$ cat config.mk
export PLATFORM = sky130hd
export DESIGN_NAME = sqj_fifo
export DESIGN_NICKNAME = d
export VERILOG_FILES = /design/src/design/sqj_fifo.sv
export SDC_FILE = /design/constraint.sdc
export NUM_CORES = 1
export LEC_CHECK = 0
export ABC_AREA = 1
export BUFFER_PORTS_ARGS = -buffer_cell sky130_fd_sc_hd__buf_2
export CORE_MARGIN = 10
export CORE_UTILIZATION = 44
export DETAILED_ROUTE_END_ITERATION = 10
export HOLD_SLACK_MARGIN = 0.02
export PLACE_DENSITY = 0.72
export SYNTH_ARGS = -nofsm -noshare
export SYNTH_HDL_FRONTEND = slang
export SYNTH_SLANG_ARGS = --single-unit
$ cat constraint.sdc
create_clock -name clk -period 1.39 [get_ports clk]
set_clock_uncertainty 0.1 [all_clocks]
set_input_delay 0.417 -clock clk [delete_from_list [all_inputs] [get_ports clk]]
set_output_delay 0.417 -clock clk [all_outputs]
set_load 0.03 [all_outputs]
$ cat src/design/sqj_fifo.sv
`timescale 1ns / 1ps

module sqj_fifo #(
	parameter int WIDTH = 8,
	parameter int DEPTH = 2
) (
	input  logic             clk,
	input  logic             arst_n,
	input  logic             push,
	input  logic [WIDTH-1:0] wdata,
	output logic             full,
	input  logic             pop,
	output logic [WIDTH-1:0] rdata,
	output logic             empty
);

	localparam int PW = DEPTH > 1 ? $clog2(DEPTH) : 1;
	localparam int CW = $clog2(DEPTH + 1);

	logic [WIDTH-1:0] mem_q [DEPTH];
	logic [PW-1:0]    wr_q;
	logic [PW-1:0]    rd_q;
	logic [CW-1:0]    cnt_q;
	logic             do_push;
	logic             do_pop;

	assign full    = (cnt_q == CW'(DEPTH));
	assign empty   = (cnt_q == '0);
	assign do_push = push && !full;
	assign do_pop  = pop && !empty;
	assign rdata   = mem_q[rd_q];

	always_ff @(posedge clk or negedge arst_n) begin
		if (!arst_n) begin
			wr_q  <= '0;
			rd_q  <= '0;
			cnt_q <= '0;
		end else begin
			if (do_push) begin
				wr_q <= (wr_q == PW'(DEPTH - 1)) ? '0 : wr_q + 1'b1;
			end
			if (do_pop) begin
				rd_q <= (rd_q == PW'(DEPTH - 1)) ? '0 : rd_q + 1'b1;
			end
			if (do_push && !do_pop) begin
				cnt_q <= cnt_q + 1'b1;
			end else if (do_pop && !do_push) begin
				cnt_q <= cnt_q - 1'b1;
			end
		end
	end

	always_ff @(posedge clk) begin
		if (do_push) begin
			mem_q[wr_q] <= wdata;
		end
	end

endmodule

==> results by group <==
Synth
  – Top cell type's share of synthesized area: 59.4%
  – Register area share after synthesis: 71.7%
  – Syn_area_per_cell: 11.1 um2
  – Synth cell types: 14
  – Syn nets: 86
  – Synthesized area: roughly 810 um2
  – Top cells by area, synth: edfxtp_1 (59%), nand2_1 (15%), dfrtp_1 (12%)
  – Post-Syn Instances: 73
  – Yosys top cell by area: edfxtp_1
  – YS warnings: 0
  – Yosys reg bits: 20

Floorplan
  – Initial core utilization: between 40% and 50%
  – Row cnt: 15
  – Die Y: 62.9 um
  – Die ar.: 3960 um2
  – Core Region: 1730 um2
  – Die width: around 63 um
  – Top Ports: 22

Setup path
  – CP startpoint: rd_q
  – Reg-to-Reg Start: cnt_q[1]
  – R2r worst-path depth: 9
  – Critical path class: flop to primary output
  – R2R setup slack: -0.08 ns
  – CP Capture Type: primary output
  – Crit path max fanout: 4
  – Worst setup SP type: flop
  – R2r endpoint: cnt_q[1]
  – Worst Path Required: approximately 0.87 ns
  – CP arrival: approximately 1.1 ns

Timing
  – Final min period: 1.66 ns
  – Final setup violation count: 20
  – Slew margin rel.: 85.0%
  – Worst-margin pin slew: 0.224 ns
  – F_max: 0.603 GHz
  – Hold_ws: 0.202 ns
  – Part of the cycle the worst path needs: 119%
  – Unrepaired setup endpoints after global routing: true
  – Final count of hold timing violations: 0
  – Fin worst setup slack: -0.269 ns
  – Fin. max-slew vios: 0

Clock network
  – CTS Buf Count: 3
  – Clock Tree Buf Depth: 2
  – Clock slew seen by the registers of the worst setup and hold paths: about 0.1 ns
  – CTS H-Tree Depth: 1
  – CTS tree: yes
  – Clk Latency, worst-skew pair: 0.29 ns
  – Root buffer cell: clkbuf_4
  – # clock sinks: 20

Power and ir drop
  – Flop pwr share: 31.7%
  – Leakage power total: 0.570 nW
  – Switching Share: around two fifths
  – Comb pwr share: 59.3%
  – Switching power of the nets: 1.25 mW
  – P_int: 1.80 mW
  – Clock power frac: under 10%
  – Power Density: 2370 nW/um2
  – VDD IR max: 1440 uV

Min path
  – Hold Path Origin: wdata[5]
  – Type of the worst min-delay path: input port to flop
  – Hold Path End: mem_q[0][5]
  – Worst hold path cell count: 1

Final layout
  – Final Net Count: 127
  – Area Overhead vs Synth: 58.9%
  – Antenna cells: 0
  – Proportion of layout cells with a drive suffix above 1: 64.6%

Flow run
  – Max_cap viols: 0

Place
  – Dpl hpwl: approximately 1200 um
  – Pre-CTS WS: -0.0760 ns
  – I/O Buffers: 21
  – GP Congestion: 0.733

Routing
  – Routed vias: ~630
  – DRT iter0 DRCs: 15
  – # DRC: 0
  – Routed len/inst: 13.2 um
  – DRT Pass-1 Iters: 4
  – Vias per std cell: 4.57
  – Final ANT Viol Nets: 0
  – Final wirelength: about 1800 um

GRT
  – Total congestion overflow: 0
  – Largest net degree at the start of global routing: 12
  – Initial antenna violation count: 0
  – GRT Overall Usage: approximately a tenth
  – First-pass GRT wire length: around 2900 um
  – Number of global-route vias before repair: 683

Status
  – Status: finished, violations left
  – Failing checks: setup timing
[area by class of cell]
class | instances | area [um2]
clock buffers | 4 | 26.3
fillers | 123 | 440
inverters | 8 | 40.0
multi-input cells | 44 | 295
flip-flops and latches | 20 | 584
well taps | 25 | 31.3
repair buffers | 37 | 309
[cell usage in the layout (no fill, tap or decap)]
cell type / count
edfxtp_1: 16
o21ai_4: 1
nand3_2: 1
clkbuf_1: 1
ha_4: 1
inv_4: 2
inv_1: 3
nand2_1: 15
o21ai_1: 1
buf_4: 10
buf_2: 11
nand4_1: 1
nand3b_1: 1
nor2_2: 1
nor2_4: 3
clkbuf_4: 3
buf_6: 15
nand2_2: 18
dfrtp_2: 3
clkinv_4: 1
dlygate4sd3_1: 1
inv_2: 2
xnor2_2: 1
dfrtp_1: 1
[cells in the mapped netlist]
| master | count |
|---|---|
| nand2_1 | 33 |
| edfxtp_1 | 16 |
| inv_1 | 7 |
| dfrtp_1 | 4 |
| nor2_1 | 2 |
| nor2_2 | 2 |
| o21ai_0 | 2 |
| buf_2 | 1 |
| ha_1 | 1 |
| inv_2 | 1 |
| nand3_1 | 1 |
| nand3b_1 | 1 |
| nand4_1 | 1 |
| xnor2_1 | 1 |
[critical path, stage by stage (launching register included)]
cell,delay [ns]
dfrtp_2,0.46
buf_6,0.14
nand2_2,0.05
nand2_2,0.05
buf_6,0.14
[power groups by stage]
stage,Combinational [mW],Sequential (mW),Clock [mW]
floorplan,0.754,0.914,0
global placement,1.13,0.921,0
detailed placement,1.16,0.928,0
CTS,1.62,0.939,0.278
global route,1.95,0.982,0.305
finish,1.81,0.966,0.274
[layer usage]
layer / wire length [um] / vias up / GRT usage [%]
li1: - / 318 / -
met1: 678 / 296 / 8.42
met2: 1040 / 14 / 17.3
met3: 86 / 3 / 3.41
met4: 23 / 0 / 5.59
met5: 0 / - / 0
[through the flow]
step | total power [mW] | cell area [um2] | util, % | TNS (ns) | cells
floorplan | 1.67 | 818 | - | -0.0546 | 73
global placement | 2.05 | 1010 | 58.5 | 0 | 126
detailed placement | 2.08 | 1010 | 58.5 | -0.0760 | 126
CTS | 2.84 | 1210 | 70.3 | -3.32 | 136
global route | 3.23 | 1290 | 74.5 | -3.86 | 138
finish | 3.05 | 1290 | 74.5 | -3.04 | 138
[registers in the layout (all words and copies together) (netlist names)]
register and count:
wr_q 1, mem_q 16, rd_q 1, cnt_q 2
[worst max path at each step]
stage | endpoint | slack [ns] | depth (start not counted)
floorplan | cnt_q[1] | -0.05 | 8
global route | rdata[6] | -0.32 | 4
detailed placement | cnt_q[1] | -0.08 | 6
CTS | rdata[7] | -0.27 | 4
finish | rdata[2] | -0.27 | 4
global placement | cnt_q[1] | 0.004 | 7
[cells by family after synthesis]
logic type | synth area share [%]
simple gates | 20.1
buf+inv | 4.33
compound gates | 1.24
fa+ha+maj | 1.55
flops | 71.7
xor+xnor | 1.08
[what timing repair did]
item	4_1_cts	5_1_grt
hold endpoints to repair	4	0
endpoints found under the setup margin	11	28
cloned	1	0
buffers inserted	4	2
pin swaps	13	9
hold buffers	1	0
gates resized for setup	42	21
Power figures use the tool's default switching activity.
