**config.mk**
```make
export PLATFORM = sky130hd
export DESIGN_NAME = sqj_front
export DESIGN_NICKNAME = d
export VERILOG_FILES = /design/src/design/sqj_pkg.sv /design/src/design/sqj_front.sv
export SDC_FILE = /design/constraint.sdc
export NUM_CORES = 1
export LEC_CHECK = 0
export ABC_AREA = 0
export BUFFER_PORTS_ARGS = -buffer_cell sky130_fd_sc_hd__buf_4
export CORE_AREA = 4 4 108 110
export DETAILED_ROUTE_END_ITERATION = 8
export DIE_AREA = 0 0 112 114
export PLACE_DENSITY = 0.49
export SYNTH_ARGS = -nofsm -noshare
export SYNTH_HDL_FRONTEND = slang
export SYNTH_SLANG_ARGS = --single-unit
```
**constraint.sdc**
```tcl
create_clock -name vclk -period 1.59
set_clock_uncertainty 0.05 [all_clocks]
set_input_delay 0.318 -clock vclk [all_inputs]
set_output_delay 0.318 -clock vclk [all_outputs]
set_load 0.1 [all_outputs]
```
**src/design/sqj_pkg.sv**
```systemverilog
`timescale 1ns / 1ps

package sqj_pkg;

	localparam int SQJ_B_DEPTH = 64;
	localparam int SQJ_MAX_HITS = 64;
	localparam int SQJ_CMD_Q_DEPTH = 2;
	localparam int SQJ_RES_Q_DEPTH = 4;

	localparam logic OP_LOAD = 1'b0;
	localparam logic OP_PROBE = 1'b1;

	localparam logic REG_HALF_SIZE = 1'b0;
	localparam logic REG_B_COUNT = 1'b1;

	localparam logic [15:0] HALF_SIZE_RESET = 16'd2560;
	localparam logic [6:0] B_COUNT_RESET = 7'd0;

	typedef struct packed {
		logic signed [31:0] x_min;
		logic signed [31:0] y_min;
		logic signed [31:0] x_max;
		logic signed [31:0] y_max;
	} rect_t;

	typedef struct packed {
		logic        probe;
		logic [6:0]  n;
		logic [5:0]  idx;
		rect_t       rect;
	} item_t;

	typedef struct packed {
		logic [5:0]  a_index;
		logic [5:0]  b_index;
		rect_t       over;
		logic [6:0]  hit_count;
		logic        last_hit;
	} result_t;

endpackage

```
**src/design/sqj_front.sv**
```systemverilog
`timescale 1ns / 1ps

module sqj_front
	import sqj_pkg::*;
#(
	parameter int B_DEPTH = SQJ_B_DEPTH
) (
	input  logic        push,
	output logic        full,
	input  logic        opcode,
	input  logic [5:0]  entry_index,
	input  rect_t       rect,
	input  logic [6:0]  b_count,
	output logic        q_push,
	output item_t       q_item,
	input  logic        q_full
);

	localparam int N_MAX = B_DEPTH < SQJ_MAX_HITS ? B_DEPTH : SQJ_MAX_HITS;

	logic [6:0] n_sat;
	logic       keep;

	// Loads outside the store and probes over an empty set do nothing and are dropped here.
	always_comb begin
		n_sat = (b_count > 7'(N_MAX)) ? 7'(N_MAX) : b_count;
		if (opcode == OP_LOAD) begin
			keep = (32'(entry_index) < B_DEPTH);
		end else begin
			keep = (n_sat != '0);
		end
	end

	assign full = q_full;
	assign q_push = push && !q_full && keep;

	always_comb begin
		q_item.probe = (opcode == OP_PROBE);
		q_item.n     = n_sat;
		q_item.idx   = entry_index;
		q_item.rect  = rect;
	end

endmodule

```
==> impl_summary.txt, run 1 <==
----------------------------------------------------
[Timing]
  Fin. Hold Viols ... 0
  Minimum clock period ... 1.54 ns
  Max transition margin ... 0.744
  Crit share post-route ... 0.967
  Setup violation total in the final timing report ... 0
  Total Negative Setup Slacks ... 0 ns
  Max Clk Rate ... 0.651 GHz
  Number of pins exceeding their max-slew limit in the final report ... 0
  Slew @ Worst Pin ... 0.383 ns
  Setup slack after layout ... around 0.053 ns

[Yosys]
  Top cell type's share of synthesized area ... 0.920
  Warnings, synthesis ... 0
  Synth Instances ... 147
  Mean instance size in the synthesized netlist ... 7.55 um^2
  Synth area leader ... sky130_fd_sc_hd__buf_4
  Share of synthesized area occupied by flip-flops and latches ... 0
  Synth cell types ... 7
  Net count of the mapped netlist ... 291
  Most area-consuming cells after synthesis ... sky130_fd_sc_hd__buf_4 (92%), sky130_fd_sc_hd__and2b_2 (4.7%), sky130_fd_sc_hd__nor4b_2 (1.4%)
  Mapped cell area ... 1110 um^2

[Power and ir drop]
  Post-layout total power ... approximately 160 uW
  Maximum vdd ir drop ... between 0.09 and 0.1 mV
  Leakage ... 0.000148 uW
  Pwr dens ... approximately 370 nW/um^2

[Die]
  Starting density of the core ... 0.104
  Chip Width ... approximately 110 um
  Number of placement rows ... 38
  Core footprint ... 10700 um^2
  Ports ... between 200 and 300
  Die Area ... 12800 um^2
  DIE HEIGHT ... between 100 and 150 um

[Placement]
  Post-placement setup slack ... 0.0279 ns
  Final HPWL DP ... 2.94 mm
  Routability cong. ... 0.727
  Placed Area ... around 440 um^2
  Port bufs ... 20

[Cells and area]
  Antenna cells ... 0
  Final instance area ... 443 um^2
  Area added between synthesis and finish ... -60.1%
  Storage cell area ... 0 um^2
  Clock buffer cells ... 0
  Final Net Count ... 178
  Share of layout cells above drive strength 1 ... 0.969
  Number of sequential storage elements ... 0

[Route]
  Drt pass-1 iters ... 2
  Drt first-iter violations ... 11
  Detailed-route vias per instance ... 2.35
  Count of unresolved DRC violations after routing ... 0
  Total number of vias ... between 400 and 500
  Per-cell routed wire length ... around 20 um
  DRT antenna net count ... 0
  Sum of routed wire length over all layers ... 3.43 mm

[Critical path]
  Total buffers and inverters traversed by the critical path ... 2
  Setup crit end kind ... output pin
  Cell type with the highest occurrence count on the critical path ... sky130_fd_sc_hd__buf_4
  Worst Path Max Fanout ... 2
  Endpoint of the most critical setup path ... q_push
  Required time of the critical path ... 1.22 ns
  Critical Path Stages ... 4
  Highest cell delay on the worst timing path ... 0.41 ns
  Family with the most delay on the worst path ... simple AND/OR/NAND/NOR gates
  Data arrival time of the worst path ... 1.17 ns
  Library cell contributing the largest single delay on the critical path ... sky130_fd_sc_hd__nor4b_2
  Worst setup path startpoint ... b_count[6]
  Critical Setup Path Class ... in2out
  Cell Chain, Critical Path ... buf_4 > nor4b_2 > a21oi_4 > buf_4
  Worst Setup Start Kind ... input port

[Run]
  Number of max-cap violations ... 0

[Hold path]
  Worst hold path class ... in2out

[Global route]
  Vias in the first global route ... ~470
  Global-route wire length before repair ... 3.88 mm
  Antenna violations before repair ... 0
  Maximum number of pins on one net before global-route repair ... 8
  Total grt overflow ... 0
  Gr usage total ... 0.0449

[Clock tree]
  Number of gates resized after CTS ... 0
  Number of hold buffers added after CTS ... 0
  Buffer count from post-CTS setup fixing ... 0

[Run status]
  Result of the run ... finished, final reports clean

----------------------------------------------------
-- report_power, final --
group	internal (uW)	switching (uW)
sequential	0	0
clock	0	0
combinational	44.8	119
total	44.8	119
-- layer usage --
layer	global-route usage	up-vias	wire length [um]
li1	-	79	-
met1	0.00989	118	305
met2	0.0691	134	1450
met3	0.0631	74	1140
met4	0.0657	0	534
met5	0	-	0
-- stage by stage --
step | hold slack (ns) | utilization | cells
after detailed placement | 0.587 | 0.0408 | 172
after CTS | 0.587 | 0.0408 | 172
after global placement | 0.587 | 0.0408 | 172
after global routing | 0.586 | 0.0414 | 172
after floorplan | 0.798 | - | 147
final | 0.586 | 0.0414 | 172
-- synthesized netlist by cell type --
cell type,count
sky130_fd_sc_hd__nor4_1,1
sky130_fd_sc_hd__and2b_2,6
sky130_fd_sc_hd__clkbuf_1,1
sky130_fd_sc_hd__nor4b_2,1
sky130_fd_sc_hd__buf_4,136
sky130_fd_sc_hd__nand2b_1,1
sky130_fd_sc_hd__a21oi_1,1
-- how the worst min path moves through the flow --
stage / start / end / cells after the start
2_1_floorplan: q_full / full / 1
3_3_place_gp: rect[120] / q_item[120] / 0
3_5_place_dp: rect[120] / q_item[120] / 0
4_1_cts: rect[120] / q_item[120] / 0
5_1_grt: rect[28] / q_item[28] / 0
6_report: rect[24] / q_item[24] / 0
-- cell usage in the layout (no fill, tap or decap), drive strengths merged --
master / count
nand2b: 1
and2b: 6
a21oi: 1
nor4: 1
buf: 22
nor4b: 1
-- cell type report --
type                       count  area (um^2)
fill                        1275        10300
timing repair buffer          22          165
multi-input combinational     10          103
tap                          140          175
-- kinds of logic after synthesis --
family,share of synthesized area
buffers and inverters,0.923
and+or+nand+nor,0.0722
AOI/OAI and AO/OA,0.00451
(Power assumes the default switching activity.)
==> inputs of run 2 (changes only) <==
- CELL_PAD_IN_SITES_DETAIL_PLACEMENT: unset -> 0
- CELL_PAD_IN_SITES_GLOBAL_PLACEMENT: unset -> 1
- CORE_AREA: 4 4 108 110 -> 4 4 111 113
- DIE_AREA: 0 0 112 114 -> 0 0 115 117
- PLACE_DENSITY: 0.49 -> 0.78
==> run 2 against run 1 <==
Net effect: flip-flop and latch count is the same; global-route usage grew 0.12 points; sequential share of layout area is the same; power shrank 0.15%; cell area shrank 1.4%; routed wire length grew 6.9%; via count shrank 0.74%; largest power group unchanged; utilization shrank 0.28 points; non-clock buffer count shrank 1; combinational power is essentially flat; clock-buffer cell count is the same.
==> impl_summary.txt, run 2 (synthesized netlist as in run 1, its figures left out) <==
----------------------------------------------------
[Timing]
  Setup slack after layout ... about 0.10 ns
  Unrepaired setup endpoints after global routing ... no
  Minimum clock period ... 1.49 ns
  Setup violation total in the final timing report ... 0
  Slew @ Worst Pin ... around 0.33 ns
  Crit share post-route ... 0.936
  Number of pins exceeding their max-slew limit in the final report ... 0
  Max Clk Rate ... 0.672 GHz
  Total Negative Setup Slacks ... 0 ns
  Fin. Hold Viols ... 0
  Max transition margin ... 0.779

[Cells and area]
  Share of layout cells above drive strength 1 ... 0.935
  Final Net Count ... 177
  Most common cell after layout, fill and taps aside ... sky130_fd_sc_hd__buf_4
  Number of sequential storage elements ... 0
  Area added between synthesis and finish ... -60.7%
  Utilization after layout ... 0.0386
  Storage cell area ... 0 um^2
  Top library cells by usage in the layout, fill and taps aside ... sky130_fd_sc_hd__buf_4 (20), sky130_fd_sc_hd__and2b_2 (6)
  Antenna cells ... 0
  Clock buffer cells ... 0
  Fillcell total ... 1356
  Final instance area ... 437 um^2

[Route]
  Count of unresolved DRC violations after routing ... 0
  Detailed-route vias per instance ... between 2 and 2.5
  Drt first-iter violations ... 3
  Drt pass-1 iters ... 2
  Total number of vias ... between 400 and 500
  Sum of routed wire length over all layers ... 3.66 mm
  DRT antenna net count ... 0
  Per-cell routed wire length ... between 20 and 25 um

[Die]
  DIE HEIGHT ... 117 um
  Starting density of the core ... 0.0980
  Die Area ... 13500 um^2
  Chip Width ... approximately 120 um
  Ports ... 288
  Number of placement rows ... 39
  Core footprint ... 11300 um^2

[Power and ir drop]
  Combinational cell fraction of total power ... 1.000
  Pwr dens ... between 300 and 400 nW/um^2
  Switching component of the power ... 120 uW
  Proportion of total power due to net switching ... 0.733
  Flop pwr share ... 0
  Leakage ... ~0.00014 uW
  Clock power share ... 0
  P_int ... 43.7 uW
  Maximum vdd ir drop ... 0.142 mV

[Global route]
  Maximum number of pins on one net before global-route repair ... 9
  Gr usage total ... 0.0461
  Global-route wire length before repair ... ~4.1 mm
  Total grt overflow ... 0
  Antenna violations before repair ... 0
  Vias in the first global route ... 490

[Placement]
  Placed Area ... 433 um^2
  Post-placement setup slack ... 0.0407 ns
  Port bufs ... 20
  Routability cong. ... 0.478
  Final HPWL DP ... between 3 and 4 mm

[Critical path]
  Library cell contributing the largest single delay on the critical path ... sky130_fd_sc_hd__nor4b_2
  Cell Chain, Critical Path ... buf_4 > nor4b_2 > a21oi_4 > buf_6
  Worst Path Max Fanout ... 8
  Critical Setup Path Class ... in2out
  Total buffers and inverters traversed by the critical path ... 2
  Setup crit end kind ... output pin
  Family with the most delay on the worst path ... simple AND/OR/NAND/NOR gates
  Required time of the critical path ... 1.22 ns
  Data arrival time of the worst path ... around 1.1 ns
  Worst Setup Start Kind ... input port
  Highest cell delay on the worst timing path ... ~0.37 ns

[Hold path]
  Start point of the worst hold path ... rect[44]
  Worst Hold End ... q_item[44]
  Worst hold path depth ... 0
  Worst hold path class ... in2out

[Clock tree]
  Buffer count from post-CTS setup fixing ... 0

[Run]
  Number of max-cap violations ... 0

[Run status]
  Result of the run ... finished, final reports clean

----------------------------------------------------
-- run 2: cell count changes in the layout (fill, tap and decap cells not counted) --
cell | previous run | this run
sky130_fd_sc_hd__nor4_2 | 1 | 0
sky130_fd_sc_hd__buf_6 | 0 | 1
sky130_fd_sc_hd__buf_4 | 22 | 20
sky130_fd_sc_hd__nor4_1 | 0 | 1
-- run 2: layout make-up --
class,instances,area (um^2),area share
multi-input cells,10,96.3,0.221
well taps,143,179,0.410
repair buffers,21,161,0.370
-- run 2: timing repair --
action,CTS,global route
hold buffers,0,0
resized for setup,0,1
endpoints found under the setup margin,0,1
-- run 2: routing by layer --
metal  GRT usage  wire length [um]  vias up
met5           0                 0        -
met4      0.0736               573        0
met3      0.0853              1540       74
met2      0.0606              1420      145
met1     0.00401               128      106
li1            -                 -       77
-- run 2: worst max path at each step --
stage	slack (ns)	start	cells past startpoint	to
after floorplan	0.08	b_count[6]	1	q_item[140]
after global placement	0.05	b_count[0]	5	q_push
after detailed placement	0.04	b_count[6]	4	q_push
after CTS	0.04	b_count[6]	4	q_push
after global routing	0.04	b_count[0]	5	q_push
final	0.10	b_count[6]	4	q_push
-- run 2: per-stage QoR --
stage	hold WS [ns]	cells	total power, uW
6_report	0.586	174	164
3_3_place_gp	0.587	174	162
3_5_place_dp	0.587	174	165
4_1_cts	0.587	174	165
5_1_grt	0.586	174	169
2_1_floorplan	0.798	147	1710
-- run 2: power groups by stage --
stage	sequential, uW	combinational [uW]	clock [uW]
3_5_place_dp	0	165	0
3_3_place_gp	0	162	0
2_1_floorplan	0	1710	0
4_1_cts	0	165	0
6_report	0	164	0
5_1_grt	0	169	0
==> inputs of run 3 (changes only) <==
==> constraint.sdc (replaced) <==
create_clock -name vclk -period 1.59
set_clock_uncertainty 0.05 [all_clocks]
set_input_delay 0.0795 -clock vclk [all_inputs]
set_output_delay 0.0795 -clock vclk [all_outputs]
set_load 0.1 [all_outputs]
==> run 3 against run 2 <==
Net effect: power is 2.6% lower; setup slack better by 0.47 ns; combinational power is 2% lower; first-iteration DRC count is 33% lower; cell area is 4.3% lower; largest cell class unchanged; highest routed layer unchanged; largest power group unchanged; routed wire length is 14% lower; die area stayed put; utilization is 0.17 points lower; sequential share of layout area stayed put; critical path depth stayed put.
==> impl_summary.txt, run 3 (synthesized netlist as in run 1, its figures left out) <==
----------------------------------------------------
[Cells and area]
  Final Net Count ... roughly 180
  Area added between synthesis and finish ... -62.3%
  Antenna cells ... 0
  Fillcell total ... 1357
  Layout Cells excl Fill ... 173
  Number of sequential storage elements ... 0
  Most common cell after layout, fill and taps aside ... sky130_fd_sc_hd__buf_4
  Top library cells by usage in the layout, fill and taps aside ... sky130_fd_sc_hd__buf_4 (20), sky130_fd_sc_hd__and2b_2 (6)
  Share of layout cells above drive strength 1 ... 0.933
  Clock buffer cells ... 0
  Utilization after layout ... 0.0369
  Storage cell area ... 0 um^2

[Timing]
  Total Negative Setup Slacks ... 0 ns
  Number of pins exceeding their max-slew limit in the final report ... 0
  Minimum clock period ... just over 1 ns
  Setup violation total in the final timing report ... 0
  Fin. Hold Viols ... 0
  Slew @ Worst Pin ... just over 0.3 ns
  Max transition margin ... 0.791
  Max Clk Rate ... about 0.98 GHz
  Crit share post-route ... 0.642
  Unrepaired setup endpoints after global routing ... no

[Route]
  Per-cell routed wire length ... 18.1 um
  Sum of routed wire length over all layers ... 3.14 mm
  Total number of vias ... 390
  DRT antenna net count ... 0
  Drt first-iter violations ... 2
  Drt pass-1 iters ... 2
  Count of unresolved DRC violations after routing ... 0
  Detailed-route vias per instance ... 2.25

[Critical path]
  Critical Setup Path Class ... in2out
  Cell type with the highest occurrence count on the critical path ... sky130_fd_sc_hd__buf_4
  Setup crit end kind ... output pin
  Cell Chain, Critical Path ... buf_4 > nor4b_2 > a21oi_2 > buf_4
  Worst Path Max Fanout ... 8
  Endpoint of the most critical setup path ... q_push
  Total buffers and inverters traversed by the critical path ... 2
  Required time of the critical path ... about 1.5 ns
  Data arrival time of the worst path ... 0.89 ns
  Worst setup path startpoint ... b_count[6]
  Library cell contributing the largest single delay on the critical path ... sky130_fd_sc_hd__nor4b_2
  Highest cell delay on the worst timing path ... 0.33 ns
  Worst Setup Start Kind ... input port
  Family with the most delay on the worst path ... buffers and inverters
  Critical Path Stages ... 4

[Die]
  Core footprint ... about 11000 um^2
  Chip Width ... 115 um
  Starting density of the core ... 0.0980
  Ports ... 288
  Number of placement rows ... 39
  Die Area ... between 10000 and 15000 um^2
  DIE HEIGHT ... 117 um

[Power and ir drop]
  Proportion of total power due to net switching ... 0.740
  P_int ... 41.5 uW
  Maximum vdd ir drop ... ~0.16 mV
  Combinational cell fraction of total power ... 1.000
  Flop pwr share ... 0
  Switching component of the power ... ~120 uW
  Leakage ... between 0.0001 and 0.00015 uW
  Pwr dens ... ~380 nW/um^2
  Clock power share ... 0

[Placement]
  Cell Count Post-Placement ... 173
  Port bufs ... 20
  Routability cong. ... about 0.48

[Run status]
  Result of the run ... finished, final reports clean

[Clock tree]
  Buffer count from post-CTS setup fixing ... 0
  Number of hold buffers added after CTS ... 0
  Number of gates resized after CTS ... 0

[Global route]
  Antenna violations before repair ... 0
  Vias in the first global route ... approximately 460
  Maximum number of pins on one net before global-route repair ... 9
  Total grt overflow ... 0
  Gr usage total ... 0.0396
  Global-route wire length before repair ... 3.61 mm

[Run]
  Number of max-cap violations ... 0

[Hold path]
  Worst hold path class ... in2out

----------------------------------------------------
==> run 3: worst min-delay path by stage <==
stage / startpoint / end / slack [ns] / depth (start not counted)
after detailed placement: rect[114] / q_item[114] / 0.11 / 0
after global placement: rect[114] / q_item[114] / 0.11 / 0
after global routing: rect[58] / q_item[58] / 0.11 / 0
after floorplan: q_full / full / 0.32 / 1
final: rect[28] / q_item[28] / 0.11 / 0
after CTS: rect[114] / q_item[114] / 0.11 / 0
==> run 3: per-stage QoR <==
| stage | area (um^2) | total power [uW] | hold slack, ns | setup WS, ns |
|---|---|---|---|---|
| global route | 418 | 165 | 0.109 | 0.533 |
| detailed placement | 418 | 162 | 0.110 | 0.561 |
| floorplan | 1110 | 1710 | 0.321 | 0.335 |
| CTS | 418 | 162 | 0.110 | 0.565 |
| finish | 418 | 160 | 0.109 | 0.569 |
| global placement | 418 | 161 | 0.110 | 0.575 |
==> run 3: area by class of cell <==
type	instances	area (um^2)	area share
timing repair buffer	20	150	0.359
tap	143	179	0.428
multi-input combinational	10	88.8	0.213
==> run 3: power by group through the flow <==
stage | Sequential [uW] | Combinational [uW] | Clock [uW]
finish | 0 | 160 | 0
global placement | 0 | 161 | 0
detailed placement | 0 | 162 | 0
global route | 0 | 165 | 0
floorplan | 0 | 1710 | 0
CTS | 0 | 162 | 0
==> run 3: routing by layer <==
layer / global-route usage / vias up / part of all wire / wire length (um)
met4: 0.0618 / 0 / 0.16 / 493
met5: 0 / - / 0 / 0
met1: 0.00309 / 109 / 0.065 / 205
met2: 0.0486 / 138 / 0.36 / 1110
li1: - / 77 / - / -
met3: 0.0792 / 66 / 0.42 / 1320
